--- src/rtl/tsrl_pkg.sv ---
// shared types and constants for the timed slew-rate limiter
package tsrl_pkg;

	localparam int VALUE_W        = 32;
	localparam int RATE_W         = 16;
	localparam int TIME_W         = 32;
	localparam int RATE_FRAC_BITS = 8;
	localparam int STATUS_W       = 2;

	localparam int CFG_DATA_W = 32;
	localparam int CFG_ADDR_W = 4;

	// magnitude times rate, then times elapsed ms
	localparam int MP_W   = VALUE_W + RATE_W;
	localparam int PROD_W = MP_W + TIME_W;

	// 100 percent * 1000 ms * 2^frac
	localparam longint DIVISOR = 64'd100000 << RATE_FRAC_BITS;
	localparam int     REM_W   = $clog2(DIVISOR);
	localparam int     STEP_W  = VALUE_W - 1;

	localparam int MUL_STEPS = TIME_W;
	localparam int DIV_STEPS = PROD_W;
	localparam int MUL_CNT_W = $clog2(MUL_STEPS);
	localparam int DIV_CNT_W = $clog2(DIV_STEPS);

	typedef enum logic [1:0] {
		REG_RATED_VALUE  = 2'd0,
		REG_SLEW_RATE    = 2'd1,
		REG_ENABLE       = 2'd2,
		REG_FIXED_ELAPSED = 2'd3
	} reg_idx_t;

	typedef enum logic [STATUS_W-1:0] {
		ST_SLEWED   = 2'd0,
		ST_CAPTURED = 2'd1,
		ST_BAD_TIME = 2'd2,
		ST_PASSED   = 2'd3
	} status_t;

	typedef enum logic [1:0] {
		S_IDLE,
		S_MUL,
		S_DIV,
		S_DONE
	} state_t;

	typedef struct packed {
		logic signed [VALUE_W-1:0] rated_value;
		logic [RATE_W-1:0]         slew_rate;
		logic                      enable;
		logic [TIME_W-1:0]         fixed_elapsed_ms;
	} cfg_t;

	typedef struct packed {
		logic busy;
		logic done;
	} unit_stat_t;

endpackage

--- src/rtl/tsrl_cfg_regs.sv ---
// configuration register bank behind the apb-style port
module tsrl_cfg_regs (
	input  logic                            clk,
	input  logic                            arst_n,
	input  logic                            psel,
	input  logic                            penable,
	input  logic                            pwrite,
	input  logic [tsrl_pkg::CFG_ADDR_W-1:0] paddr,
	input  logic [tsrl_pkg::CFG_DATA_W-1:0] pwdata,
	output logic [tsrl_pkg::CFG_DATA_W-1:0] prdata,
	output logic                            pready,
	output tsrl_pkg::cfg_t                  cfg
);
	import tsrl_pkg::*;

	cfg_t     cfg_q;
	reg_idx_t idx;
	logic     wr_en;

	assign pready = 1'b1;
	assign idx    = reg_idx_t'(paddr[CFG_ADDR_W-1:2]);
	assign wr_en  = psel & penable & pwrite & pready;
	assign cfg    = cfg_q;

	always_ff @(posedge clk or negedge arst_n) begin
		if (!arst_n) begin
			cfg_q.rated_value      <= '0;
			cfg_q.slew_rate        <= '0;
			cfg_q.enable           <= 1'b1;
			cfg_q.fixed_elapsed_ms <= '0;
		end else if (wr_en) begin
			unique case (idx)
				REG_RATED_VALUE:   cfg_q.rated_value      <= pwdata[VALUE_W-1:0];
				REG_SLEW_RATE:     cfg_q.slew_rate        <= pwdata[RATE_W-1:0];
				REG_ENABLE:        cfg_q.enable           <= pwdata[0];
				REG_FIXED_ELAPSED: cfg_q.fixed_elapsed_ms <= pwdata[TIME_W-1:0];
				default: ;
			endcase
		end
	end

	always_comb begin
		unique case (idx)
			REG_RATED_VALUE:   prdata = CFG_DATA_W'(unsigned'(cfg_q.rated_value));
			REG_SLEW_RATE:     prdata = CFG_DATA_W'(cfg_q.slew_rate);
			REG_ENABLE:        prdata = CFG_DATA_W'(cfg_q.enable);
			REG_FIXED_ELAPSED: prdata = CFG_DATA_W'(cfg_q.fixed_elapsed_ms);
			default:           prdata = '0;
		endcase
	end

endmodule

--- src/rtl/tsrl_serial_mul.sv ---
// bit-serial shift-add multiplier, one multiplier bit per cycle
module tsrl_serial_mul (
	input  logic                        clk,
	input  logic                        arst_n,
	input  logic                        start,
	input  logic [tsrl_pkg::MP_W-1:0]   mcand,
	input  logic [tsrl_pkg::TIME_W-1:0] mplier,
	output logic [tsrl_pkg::PROD_W-1:0] product,
	output tsrl_pkg::unit_stat_t        stat
);
	import tsrl_pkg::*;

	logic                 busy_q;
	logic                 done_q;
	logic [MUL_CNT_W-1:0] cnt_q;
	logic [MP_W-1:0]      mcand_q;
	logic [PROD_W-1:0]    prod_q;
	logic [MP_W:0]        partial;

	// upper half gains the multiplicand when the low bit is set
	assign partial = {1'b0, prod_q[PROD_W-1:TIME_W]}
		+ (prod_q[0] ? {1'b0, mcand_q} : '0);

	always_ff @(posedge clk or negedge arst_n) begin
		if (!arst_n) begin
			busy_q <= 1'b0;
			done_q <= 1'b0;
			cnt_q  <= '0;
		end else begin
			done_q <= busy_q && (cnt_q == '0);
			if (start) begin
				busy_q <= 1'b1;
				cnt_q  <= MUL_CNT_W'(MUL_STEPS - 1);
			end else if (busy_q) begin
				cnt_q <= cnt_q - 1'b1;
				if (cnt_q == '0)
					busy_q <= 1'b0;
			end
		end
	end

	always_ff @(posedge clk) begin
		if (start) begin
			mcand_q <= mcand;
			prod_q  <= {{MP_W{1'b0}}, mplier};
		end else if (busy_q) begin
			prod_q <= {partial, prod_q[TIME_W-1:1]};
		end
	end

	assign product   = prod_q;
	assign stat.busy = busy_q;
	assign stat.done = done_q;

endmodule

--- src/rtl/tsrl_serial_div.sv ---
// restoring divider by the fixed rate scale, one quotient bit per cycle, saturating
module tsrl_serial_div (
	input  logic                        clk,
	input  logic                        arst_n,
	input  logic                        start,
	input  logic [tsrl_pkg::PROD_W-1:0] dividend,
	output logic [tsrl_pkg::STEP_W-1:0] quotient,
	output tsrl_pkg::unit_stat_t        stat
);
	import tsrl_pkg::*;

	logic                 busy_q;
	logic                 done_q;
	logic [DIV_CNT_W-1:0] cnt_q;
	logic [PROD_W-1:0]    dvd_q;
	logic [REM_W-1:0]     rem_q;
	logic [STEP_W-1:0]    quo_q;
	logic                 ovf_q;
	logic [REM_W:0]       trial;
	logic                 fits;
	logic [REM_W:0]       diff;

	assign trial = {rem_q, dvd_q[PROD_W-1]};
	assign fits  = trial >= (REM_W + 1)'(DIVISOR);
	assign diff  = trial - (REM_W + 1)'(DIVISOR);

	always_ff @(posedge clk or negedge arst_n) begin
		if (!arst_n) begin
			busy_q <= 1'b0;
			done_q <= 1'b0;
			cnt_q  <= '0;
		end else begin
			done_q <= busy_q && (cnt_q == '0);
			if (start) begin
				busy_q <= 1'b1;
				cnt_q  <= DIV_CNT_W'(DIV_STEPS - 1);
			end else if (busy_q) begin
				cnt_q <= cnt_q - 1'b1;
				if (cnt_q == '0)
					busy_q <= 1'b0;
			end
		end
	end

	always_ff @(posedge clk) begin
		if (start) begin
			dvd_q <= dividend;
			rem_q <= '0;
			quo_q <= '0;
			ovf_q <= 1'b0;
		end else if (busy_q) begin
			dvd_q <= {dvd_q[PROD_W-2:0], 1'b0};
			rem_q <= fits ? diff[REM_W-1:0] : trial[REM_W-1:0];
			quo_q <= {quo_q[STEP_W-2:0], fits};
			// any bit pushed past the top means the step saturates
			ovf_q <= ovf_q | quo_q[STEP_W-1];
		end
	end

	assign quotient  = ovf_q ? '1 : quo_q;
	assign stat.busy = busy_q;
	assign stat.done = done_q;

endmodule

--- src/rtl/timed_slew_rate_limiter_core.sv ---
// top level of the timed slew-rate limiter: control, held state and result register
//
// Each request brings a millisecond timestamp and a setpoint; one result follows per
// request with the held output value and a status code (0 slewed, 1 time captured,
// 2 bad elapsed time, 3 passed through while disabled). The first request after reset
// only records the time. Later requests use the elapsed time (or fixed_elapsed_ms when
// that register is nonzero, in which case the stored time stays frozen) and move the
// held value toward the setpoint by floor(|rated_value| * slew_rate * elapsed /
// (100 * 1000 * 256)), saturated, without passing it. Requests that capture time,
// report a bad time or pass through go from acceptance straight to the done state.
// A slewed request first forms the step in a bit-serial shift-add multiplier (one bit
// of elapsed time per step) and then in a restoring divider by the constant rate
// scale (one quotient bit per step). One request is in work at a time; the result
// register lets a new request be taken while the previous result waits on a stalled
// output. Configuration writes belong in idle periods only. The apb-style port has
// pready tied high and returns register contents on reads.
module timed_slew_rate_limiter_core (
	input  logic                                clk,
	input  logic                                arst_n,
	// request channel
	input  logic                                in_valid,
	output logic                                in_stall,
	input  logic [tsrl_pkg::TIME_W-1:0]         timestamp_ms,
	input  logic signed [tsrl_pkg::VALUE_W-1:0] setpoint,
	// result channel
	output logic                                out_valid,
	input  logic                                out_stall,
	output logic signed [tsrl_pkg::VALUE_W-1:0] output_value,
	output logic [tsrl_pkg::STATUS_W-1:0]       status,
	// configuration port
	input  logic                                psel,
	input  logic                                penable,
	input  logic                                pwrite,
	input  logic [tsrl_pkg::CFG_ADDR_W-1:0]     paddr,
	input  logic [tsrl_pkg::CFG_DATA_W-1:0]     pwdata,
	output logic [tsrl_pkg::CFG_DATA_W-1:0]     prdata,
	output logic                                pready
);
	import tsrl_pkg::*;

	cfg_t       cfg;
	state_t     state_q, state_nxt;
	unit_stat_t mul_stat, div_stat;

	// held state
	logic [TIME_W-1:0]         last_time_q;
	logic                      time_valid_q;
	logic signed [VALUE_W-1:0] cur_q;

	// request in work
	logic [TIME_W-1:0]         now_q;
	logic signed [VALUE_W-1:0] sp_q;
	status_t                   kind_q;
	logic                      test_q;

	// result register
	logic                      out_valid_q;
	logic signed [VALUE_W-1:0] out_value_q;
	status_t                   out_status_q;

	logic                      in_accept;
	logic                      out_free;
	logic                      commit;
	logic                      mul_start;
	logic                      div_start;

	logic                      test_mode;
	logic [TIME_W-1:0]         elapsed;
	status_t                   kind;
	logic [VALUE_W-1:0]        rated_mag;
	logic [MP_W-1:0]           mag_rate;
	logic [PROD_W-1:0]         product;
	logic [STEP_W-1:0]         step;
	logic signed [VALUE_W+1:0] cur_x, sp_x, step_x, nv_x;
	logic signed [VALUE_W-1:0] new_value;

	tsrl_cfg_regs u_cfg (
		.clk     (clk),
		.arst_n  (arst_n),
		.psel    (psel),
		.penable (penable),
		.pwrite  (pwrite),
		.paddr   (paddr),
		.pwdata  (pwdata),
		.prdata  (prdata),
		.pready  (pready),
		.cfg     (cfg)
	);

	// classify the incoming request against the stored time
	assign test_mode = cfg.fixed_elapsed_ms != '0;
	always_comb begin
		if (test_mode)
			elapsed = cfg.fixed_elapsed_ms;
		else if (timestamp_ms > last_time_q)
			elapsed = timestamp_ms - last_time_q;
		else
			elapsed = '0;

		if (!time_valid_q)
			kind = ST_CAPTURED;
		else if (elapsed == '0)
			kind = ST_BAD_TIME;
		else if (!cfg.enable)
			kind = ST_PASSED;
		else
			kind = ST_SLEWED;
	end

	// |rated| as unsigned, so the most negative value maps to 2^31
	assign rated_mag = cfg.rated_value[VALUE_W-1]
		? (~unsigned'(cfg.rated_value) + 1'b1) : unsigned'(cfg.rated_value);
	assign mag_rate  = rated_mag * cfg.slew_rate;

	tsrl_serial_mul u_mul (
		.clk     (clk),
		.arst_n  (arst_n),
		.start   (mul_start),
		.mcand   (mag_rate),
		.mplier  (elapsed),
		.product (product),
		.stat    (mul_stat)
	);

	tsrl_serial_div u_div (
		.clk      (clk),
		.arst_n   (arst_n),
		.start    (div_start),
		.dividend (product),
		.quotient (step),
		.stat     (div_stat)
	);

	// next state
	always_comb begin
		state_nxt = state_q;
		unique case (state_q)
			S_IDLE: begin
				if (in_accept)
					state_nxt = (kind == ST_SLEWED) ? S_MUL : S_DONE;
			end
			S_MUL: begin
				if (mul_stat.done)
					state_nxt = S_DIV;
			end
			S_DIV: begin
				if (div_stat.done)
					state_nxt = S_DONE;
			end
			S_DONE: begin
				if (out_free)
					state_nxt = S_IDLE;
			end
			default: state_nxt = S_IDLE;
		endcase
	end

	// control outputs
	assign in_accept = in_valid && !in_stall;
	assign out_free  = !out_valid_q || !out_stall;
	always_comb begin
		in_stall  = 1'b1;
		mul_start = 1'b0;
		div_start = 1'b0;
		commit    = 1'b0;
		unique case (state_q)
			S_IDLE: begin
				in_stall  = 1'b0;
				mul_start = in_valid && (kind == ST_SLEWED);
			end
			S_MUL:  div_start = mul_stat.done;
			S_DIV:  ;
			S_DONE: commit = out_free;
			default: ;
		endcase
	end

	// move toward the setpoint without passing it
	always_comb begin
		cur_x  = {{2{cur_q[VALUE_W-1]}}, cur_q};
		sp_x   = {{2{sp_q[VALUE_W-1]}}, sp_q};
		step_x = {3'b000, step};
		if (sp_x < cur_x) begin
			nv_x = cur_x - step_x;
			if (nv_x <= sp_x)
				nv_x = sp_x;
		end else begin
			nv_x = cur_x + step_x;
			if (nv_x >= sp_x)
				nv_x = sp_x;
		end
		new_value = nv_x[VALUE_W-1:0];
	end

	always_ff @(posedge clk or negedge arst_n) begin
		if (!arst_n) begin
			state_q <= S_IDLE;
		end else begin
			state_q <= state_nxt;
		end
	end

	// request capture
	always_ff @(posedge clk) begin
		if (in_accept) begin
			now_q  <= timestamp_ms;
			sp_q   <= setpoint;
			kind_q <= kind;
			test_q <= test_mode;
		end
	end

	// held state update at commit
	always_ff @(posedge clk or negedge arst_n) begin
		if (!arst_n) begin
			last_time_q  <= '0;
			time_valid_q <= 1'b0;
			cur_q        <= '0;
		end else if (commit) begin
			case (kind_q)
				ST_CAPTURED: begin
					last_time_q  <= now_q;
					time_valid_q <= 1'b1;
				end
				ST_BAD_TIME: last_time_q <= now_q;
				ST_PASSED: begin
					cur_q <= sp_q;
					if (!test_q)
						last_time_q <= now_q;
				end
				ST_SLEWED: begin
					cur_q <= new_value;
					if (!test_q)
						last_time_q <= now_q;
				end
				default: ;
			endcase
		end
	end

	// result register
	always_ff @(posedge clk or negedge arst_n) begin
		if (!arst_n) begin
			out_valid_q <= 1'b0;
		end else if (commit) begin
			out_valid_q <= 1'b1;
		end else if (!out_stall) begin
			out_valid_q <= 1'b0;
		end
	end

	always_ff @(posedge clk) begin
		if (commit) begin
			out_status_q <= kind_q;
			case (kind_q)
				ST_PASSED: out_value_q <= sp_q;
				ST_SLEWED: out_value_q <= new_value;
				default:   out_value_q <= cur_q;
			endcase
		end
	end

	assign out_valid    = out_valid_q;
	assign output_value = out_value_q;
	assign status       = out_status_q;

	// no serial unit runs while the block waits for a request
	a_idle_units_quiet: assert property (@(posedge clk) disable iff (!arst_n)
		state_q == S_IDLE |-> !mul_stat.busy && !div_stat.busy)
		else $error("serial unit busy while idle");

	// the divider only finishes while the control waits on it
	a_div_done_in_div: assert property (@(posedge clk) disable iff (!arst_n)
		div_stat.done |-> state_q == S_DIV)
		else $error("divider finished outside divide phase");

	// a committed result is presented on the next cycle
	a_commit_shows: assert property (@(posedge clk) disable iff (!arst_n)
		commit |=> out_valid)
		else $error("committed result not presented");

	// only a slewed request starts the multiplier
	a_mul_only_slew: assert property (@(posedge clk) disable iff (!arst_n)
		mul_start |-> in_accept && time_valid_q && cfg.enable)
		else $error("multiplier started for a request that does not slew");

	// time becomes valid on the first commit and stays valid
	a_time_valid_after: assert property (@(posedge clk) disable iff (!arst_n)
		commit |=> time_valid_q)
		else $error("time not valid after commit");

endmodule

--- config.mk ---
export PLATFORM = sky130hd
export DESIGN_NAME = timed_slew_rate_limiter_core
export DESIGN_NICKNAME = d
export VERILOG_FILES = /design/src/rtl/tsrl_pkg.sv /design/src/rtl/tsrl_cfg_regs.sv /design/src/rtl/tsrl_serial_mul.sv /design/src/rtl/tsrl_serial_div.sv /design/src/rtl/timed_slew_rate_limiter_core.sv
export SDC_FILE = /design/constraint.sdc
export NUM_CORES = 2
export LEC_CHECK = 0
export BUFFER_PORTS_ARGS = -buffer_cell sky130_fd_sc_hd__clkbuf_2
export CELL_PAD_IN_SITES_DETAIL_PLACEMENT = 1
export CELL_PAD_IN_SITES_GLOBAL_PLACEMENT = 2
export CORE_UTILIZATION = 41
export DETAILED_ROUTE_END_ITERATION = 8
export PLACE_DENSITY = 0.83
export SETUP_SLACK_MARGIN = 0.1
export SLEW_MARGIN = 20
export SYNTH_ARGS = -nofsm -noshare
export SYNTH_HDL_FRONTEND = slang
export SYNTH_SLANG_ARGS = --single-unit
--- constraint.sdc ---
create_clock -name clk -period 10 [get_ports clk]
set_input_delay 2 -clock clk [delete_from_list [all_inputs] [get_ports clk]]
set_output_delay 2 -clock clk [all_outputs]
set_load 0.02 [all_outputs]
**Yosys cells after proc, flatten, opt, wreduce, memory -nomap -nowiden**

Index checks and enable logic that the tools add are counted.

- $mul: 1
- Bitwise gates (word level): 4
- Equality and inequality tests: 15
- $lt $le $gt $ge: 5
- Multiplexer cells: 42
- Reduce and logical (&&, ||, !) cells: 26
- $add $sub $neg: 8

Operator list:

| kind | count |
|---|---|
| $mux 32 | 9 |
| $mux 80 | 2 |
| $pmux 32 s2 | 2 |
| $pmux 32 s4 | 1 |
| $add 48x48->49 | 1 |
| $mul 32x16->48 | 1 |
| $mux 48 | 1 |
| $add 32x32->33 | 1 |
| $ge 33x32->1 | 1 |
| $le 33x32->1 | 1 |
| $sub 32x32->33 | 1 |
| $add 32x1->32 const B | 1 |
| $gt 32x32->1 | 1 |
| $logic_not 32->1 | 1 |
| $lt 32x32->1 | 1 |
| $not 32->32 | 1 |
| $reduce_bool 32->1 | 1 |
| $sub 32x32->32 | 1 |
| $mux 31 | 1 |
| $ge 26x25->1 const B | 1 |
| $mux 25 | 1 |
| $sub 25x25->25 const B | 1 |
| $mux 2 | 8 |
| $mux 7 | 2 |
| other kinds (21) | 59 |

- Input port bits: 107
- Flip-flop bits (word level): 531
- Word-level logic and storage cells: 129

**Logic depth before layout (Yosys ltp)**

- Depth after elaboration: 10
- Gate-level depth with buffers: 35

**By module**

A second synthesis with hierarchy kept.

- Cell total of the unflattened synthesis: 5039
- Area total of the unflattened synthesis: 49055.8 µm²

Modules (own cells, without submodules):

| module | cells an instance | seq. area each (µm²) | area an instance (µm²) | times used |
|---|---|---|---|---|
| timed_slew_rate_limiter_core | 3563 | 4734.5 | 31245.0 | 1 |
| tsrl_serial_mul | 728 | 3538.4 | 7616.1 | 1 |
| tsrl_serial_div | 497 | 3768.6 | 6412.4 | 1 |
| tsrl_cfg_regs | 251 | 2028.2 | 3782.4 | 1 |

**Least setup slack after synthesis**

OpenSTA, ideal clock, no wires.

- Path kind: register -> register
- Start point: register u_cfg.cfg_q, in the netlist u_cfg.cfg[49]
- End point: register u_mul.mcand_q[45], data pin
- Arrival time: 8.286 ns
- Buffers on the path: 1
- Setup slack: 1.429 ns
- Stages on the path, launching flop included: 31
- Required time: 9.715 ns
- Period minus slack after synthesis: 8.571 ns
- Library setup time: 0.285 ns
- Cell sequence: dfrtp_1 -> inv_2 -> nand2_1 -> or4_1 -> or3_1 -> nand2b_1 -> nor2_1 -> nand2_1 -> or3_1 -> nor4b_1 -> clkbuf_1 -> nand2_1 -> fa_1 -> fa_1 -> inv_1 -> fa_1 -> fa_1 -> fa_1 -> inv_1 -> fa_1 -> inv_1 -> ha_1 -> a21oi_1 -> nor2b_1 -> or3b_2 -> o21ai_0 -> a21oi_1 -> a311oi_1 -> o21ai_0 -> nand4_1 -> o311ai_0

- Cells in the longest elaborated chain, start to end: 4

RTL lines:

| item | RTL line | source |
|---|---|---|
| start: declaration | tsrl_cfg_regs.sv:16 | `cfg_t cfg_q;` |
| $not 32->32 | timed_slew_rate_limiter_core.sv:112 | `? (~unsigned'(cfg.rated_value) + 1'b1) : unsigned'(cfg.rated_value);` |
| $add 32x1->32 | timed_slew_rate_limiter_core.sv:112 |  |
| $mux 32 (*) | timed_slew_rate_limiter_core.sv:112 |  |
| $mul 32x16->48 (*) | timed_slew_rate_limiter_core.sv:113 | `assign mag_rate = rated_mag * cfg.slew_rate;` |
| via mag_rate[45] | timed_slew_rate_limiter_core.sv:71 | `logic [MP_W-1:0] mag_rate;` |
| end signal: assignment | tsrl_serial_mul.sv:44 | `mcand_q <= mcand;` |
| end: declaration | tsrl_serial_mul.sv:16 | `logic [MP_W-1:0] mcand_q;` |

The timed path passes the listed nets; every way through them passes the cells marked *.
A chain may end at the register's enable or synchronous reset.

**Final worst setup path**

- Start point: register u_cfg.cfg_q, in the netlist u_cfg.cfg[53]
- End point: register u_mul.mcand_q[47], data pin

Same word-level chain as after synthesis.

==> impl_metrics.env <==
export IMPL_post_route_min_period_ns=9.42
export IMPL_start_util_pct=41.3
export IMPL_register_area_um2=14100
export IMPL_ios=176
export IMPL_hold_violations=0
export IMPL_cts_root_buf="clkbuf_16"
export IMPL_ys_flop_type="edfxtp_1"
export IMPL_async_flop_share_pct=31.1
export IMPL_fin_cells=6907
export IMPL_max_stage_delay_ns=0.60
export IMPL_max_cap_viol_count=0
export IMPL_core_um2=118000
export IMPL_drv_slew=0
export IMPL_critPathArrivalTime_ns=9.80
export IMPL_gp_congestion=0.871
export IMPL_drt_iter0_drc=2066
export IMPL_ys_warn_count=0
export IMPL_clock_skew_final_ns=0.0465
export IMPL_gr_usage_met1_pct=34.1
export IMPL_synth_seq_cells=531
export IMPL_dp_final_hpwl_um=111000
export IMPL_cts_sinks=531
export IMPL_syn_inst=5225
export IMPL_worst_pin_slew_ns=1.15
export IMPL_synth_top_family_by_area="adder cells"
export IMPL_timing_final_setup_violations=0
export IMPL_drt_total_wl_um=147000
export IMPL_clock_fmax_mhz=106
export IMPL_grt_setup_unrepaired="no"
export IMPL_critPathBufInv=5
export IMPL_multi_input_area_um2=31300
export IMPL_r2r_end="u_mul.mcand_q[47]$_DFFE_PP_"
export IMPL_met2_usage_pct=40.5
export IMPL_synthXorXnorAreaFrac_pct=3.46
export IMPL_outcome="finished, final reports clean"
export IMPL_drive_gt1_share_pct=11.2
export IMPL_die_h_um=347
export IMPL_numCtsBuffers=67
export IMPL_die_area_um2=120000
export IMPL_synthAdderAreaFrac_pct=26.9
export IMPL_final_cell_mix="nand2_1 (689), inv_1 (678), fa_1 (422), ha_1 (373), and2_1 (268)"
export IMPL_clk_latency_ns=0.66
export IMPL_ys_types=92
export IMPL_clock_path_buffers=3
export IMPL_r2r_cells=31
export IMPL_synth_compound_area_share_pct=12.9
export IMPL_cp_end_kind="flip-flop"
export IMPL_grt_pass1_wl_um=233000
export IMPL_dp_cells=6781
export IMPL_first_global_vias=40752
export IMPL_avgSynthCellArea_um2=9.34
export IMPL_htreeDepth=3
export IMPL_r2r_start="u_cfg.cfg[53]$_DFFE_PN0P_"
export IMPL_cpMostUsedCell="fa_1"
export IMPL_r2r_slack_ns=0.58
export IMPL_layout_commonest_cell="nand2_1"
export IMPL_fin_crit_sh_pct=94.2
export IMPL_cts_tree="yes"
export IMPL_synthMuxAreaShare_pct=5.27
export IMPL_grt_max_degree=115
export IMPL_fin_nets=6218
export IMPL_slew_headroom_pct=22.6
export IMPL_yosysSeqAreaShare_pct=28.8
export IMPL_drt_vias_per_instance=5.53
export IMPL_holdPathStages=2
export IMPL_drc=0
export IMPL_via_count=38226
export IMPL_worstSetupPathType="reg2reg"
export IMPL_busiest_layer="met2"
export IMPL_fp_dieW_um=347
export IMPL_antenna_left=0
export IMPL_use_met3_pct=2.66
export IMPL_cp_top_family="adder cells"
export IMPL_synth_area_um2=48800
export IMPL_antenna_found_initial=1
export IMPL_synth_edff_count=261
export IMPL_io_buffers=172
export IMPL_grt_use_total_pct=24.5
export IMPL_min_to="u_div.rem_q[0]$_SDFFE_PP0P_"
export IMPL_drt_pass1_iter_count=5
export IMPL_min_from="u_div.dvd_q[79]$_DFFE_PP_"
export IMPL_fin_tns_setup_ns=0
export IMPL_worstPathMaxFanout=12
export IMPL_cp_start_kind="flip-flop"
export IMPL_crit_slowest_cell="or4_1"
export IMPL_yosys_area_share_simple_pct=15.4
export IMPL_routedWlPerCell_um=21.3
export IMPL_clkSlewWorstSetupHoldPaths_ns=0.07
export IMPL_synthToLayoutAreaGrowth_pct=10.3
export IMPL_syn_num_nets=6127
export IMPL_cp_required_ns=10.38
export IMPL_gr_total_overflow=0
export IMPL_rows=126
export IMPL_hold_class="reg2reg"
export IMPL_fillCellCount=13533
## final cells by class
type / instances / share of cell area (%)
multi-input combinational: 3773 / 58.2
sequential: 531 / 26.2
inverter: 682 / 4.76
tap: 1536 / 3.57
clock buffer: 89 / 3.44
timing repair buffer: 261 / 2.90
clock inverter: 34 / 0.962
antenna: 1 / 0.00465
## synth_stat cells (18+ instances only)
cell type	number	area, um^2
o21a_1	39	293
nor2_1	264	991
a21o_1	98	736
o22ai_1	19	119
o211ai_1	27	203
xor2_1	54	473
nand4_1	34	213
or3_1	28	175
nand2_1	691	2590
a211oi_1	38	285
fa_1	422	8450
nand3_1	44	220
and3_1	27	169
nor3_1	51	255
or2_2	43	269
o21bai_1	35	263
mux2i_1	114	1140
inv_1	679	2550
nand2b_1	29	181
nor4_1	22	138
a31oi_1	38	238
a21oi_1	254	1270
clkbuf_1	220	826
and2_1	270	1690
mux2_2	122	1370
nor2b_1	29	181
dfxtp_1	105	2100
edfxtp_1	261	7840
xnor2_1	139	1220
ha_1	373	4670
dfrtp_1	164	4100
a22o_1	18	158
o21ai_0	190	951
## how the worst max path moves through the flow
| stage | start | to | slack, ns | depth (start not counted) |
|---|---|---|---|---|
| floorplan | u_cfg.cfg[49]$_DFFE_PN0P_ | u_mul.mcand_q[45]$_DFFE_PP_ | 1.43 | 30 |
| global placement | u_cfg.cfg[50]$_DFFE_PN0P_ | u_mul.mcand_q[45]$_DFFE_PP_ | 0.50 | 31 |
| detailed placement | u_cfg.cfg[50]$_DFFE_PN0P_ | u_mul.mcand_q[45]$_DFFE_PP_ | 0.31 | 31 |
| CTS | u_cfg.cfg[53]$_DFFE_PN0P_ | u_mul.mcand_q[45]$_DFFE_PP_ | 0.28 | 29 |
| global route | u_cfg.cfg[50]$_DFFE_PN0P_ | u_mul.mcand_q[45]$_DFFE_PP_ | 0.11 | 31 |
| finish | u_cfg.cfg[53]$_DFFE_PN0P_ | u_mul.mcand_q[47]$_DFFE_PP_ | 0.58 | 31 |
## per-stage QoR
step	hold WS (ns)	setup WS (ns)	util (%)	area (um^2)
after global routing	0.474	0.106	45.6	53800
after detailed placement	0.466	0.309	43.5	51400
after global placement	0.447	0.501	43.5	51400
after CTS	0.471	0.279	45.5	53800
final	0.466	0.581	45.6	53800
after floorplan	0.431	1.43	-	48800
## worst min-delay path: stages, from the launching register on
cell and delay (ns):
edfxtp_1 0.32, mux2i_1 0.07, nor2_1 0.07
## routing by layer
layer  wire [um]  share of wire (%)
met3        5990                4.1
met4        3590                2.4
met5           0                  0
met2       68600                 47
met1       69000                 47
## registers in the layout, indices dropped and copies added (netlist names), 2 cells and up
| register | count |
|---|---|
| u_cfg.cfg | 81 |
| u_div.dvd_q | 80 |
| u_mul.product | 80 |
| u_mul.mcand_q | 48 |
| cur_q | 32 |
| last_time_q | 32 |
| now_q | 32 |
| output_value | 32 |
| sp_q | 32 |
| u_div.quo_q | 31 |
| u_div.rem_q | 25 |
| u_div.cnt_q | 7 |
| u_mul.cnt_q | 5 |
| kind_q | 2 |
| state_q | 2 |
| status | 2 |
## kinds of logic after synthesis
family | Yosys count
and+or+nand+nor | 1583
AOI/OAI and AO/OA | 961
buffers and inverters | 921
adders and majority gates | 795
DFF | 531
muxes | 240
xor gates and xnor gates | 193
other | 1
## timing repair
action	CTS	global route
buffers inserted	0	1
setup endpoints to repair	0	3
hold buffers	0	0
gates resized for setup	0	2
Power is left out: the tool's default activity adds up to more than one toggle a clock period on the data nets, which glitch-free logic cannot reach.
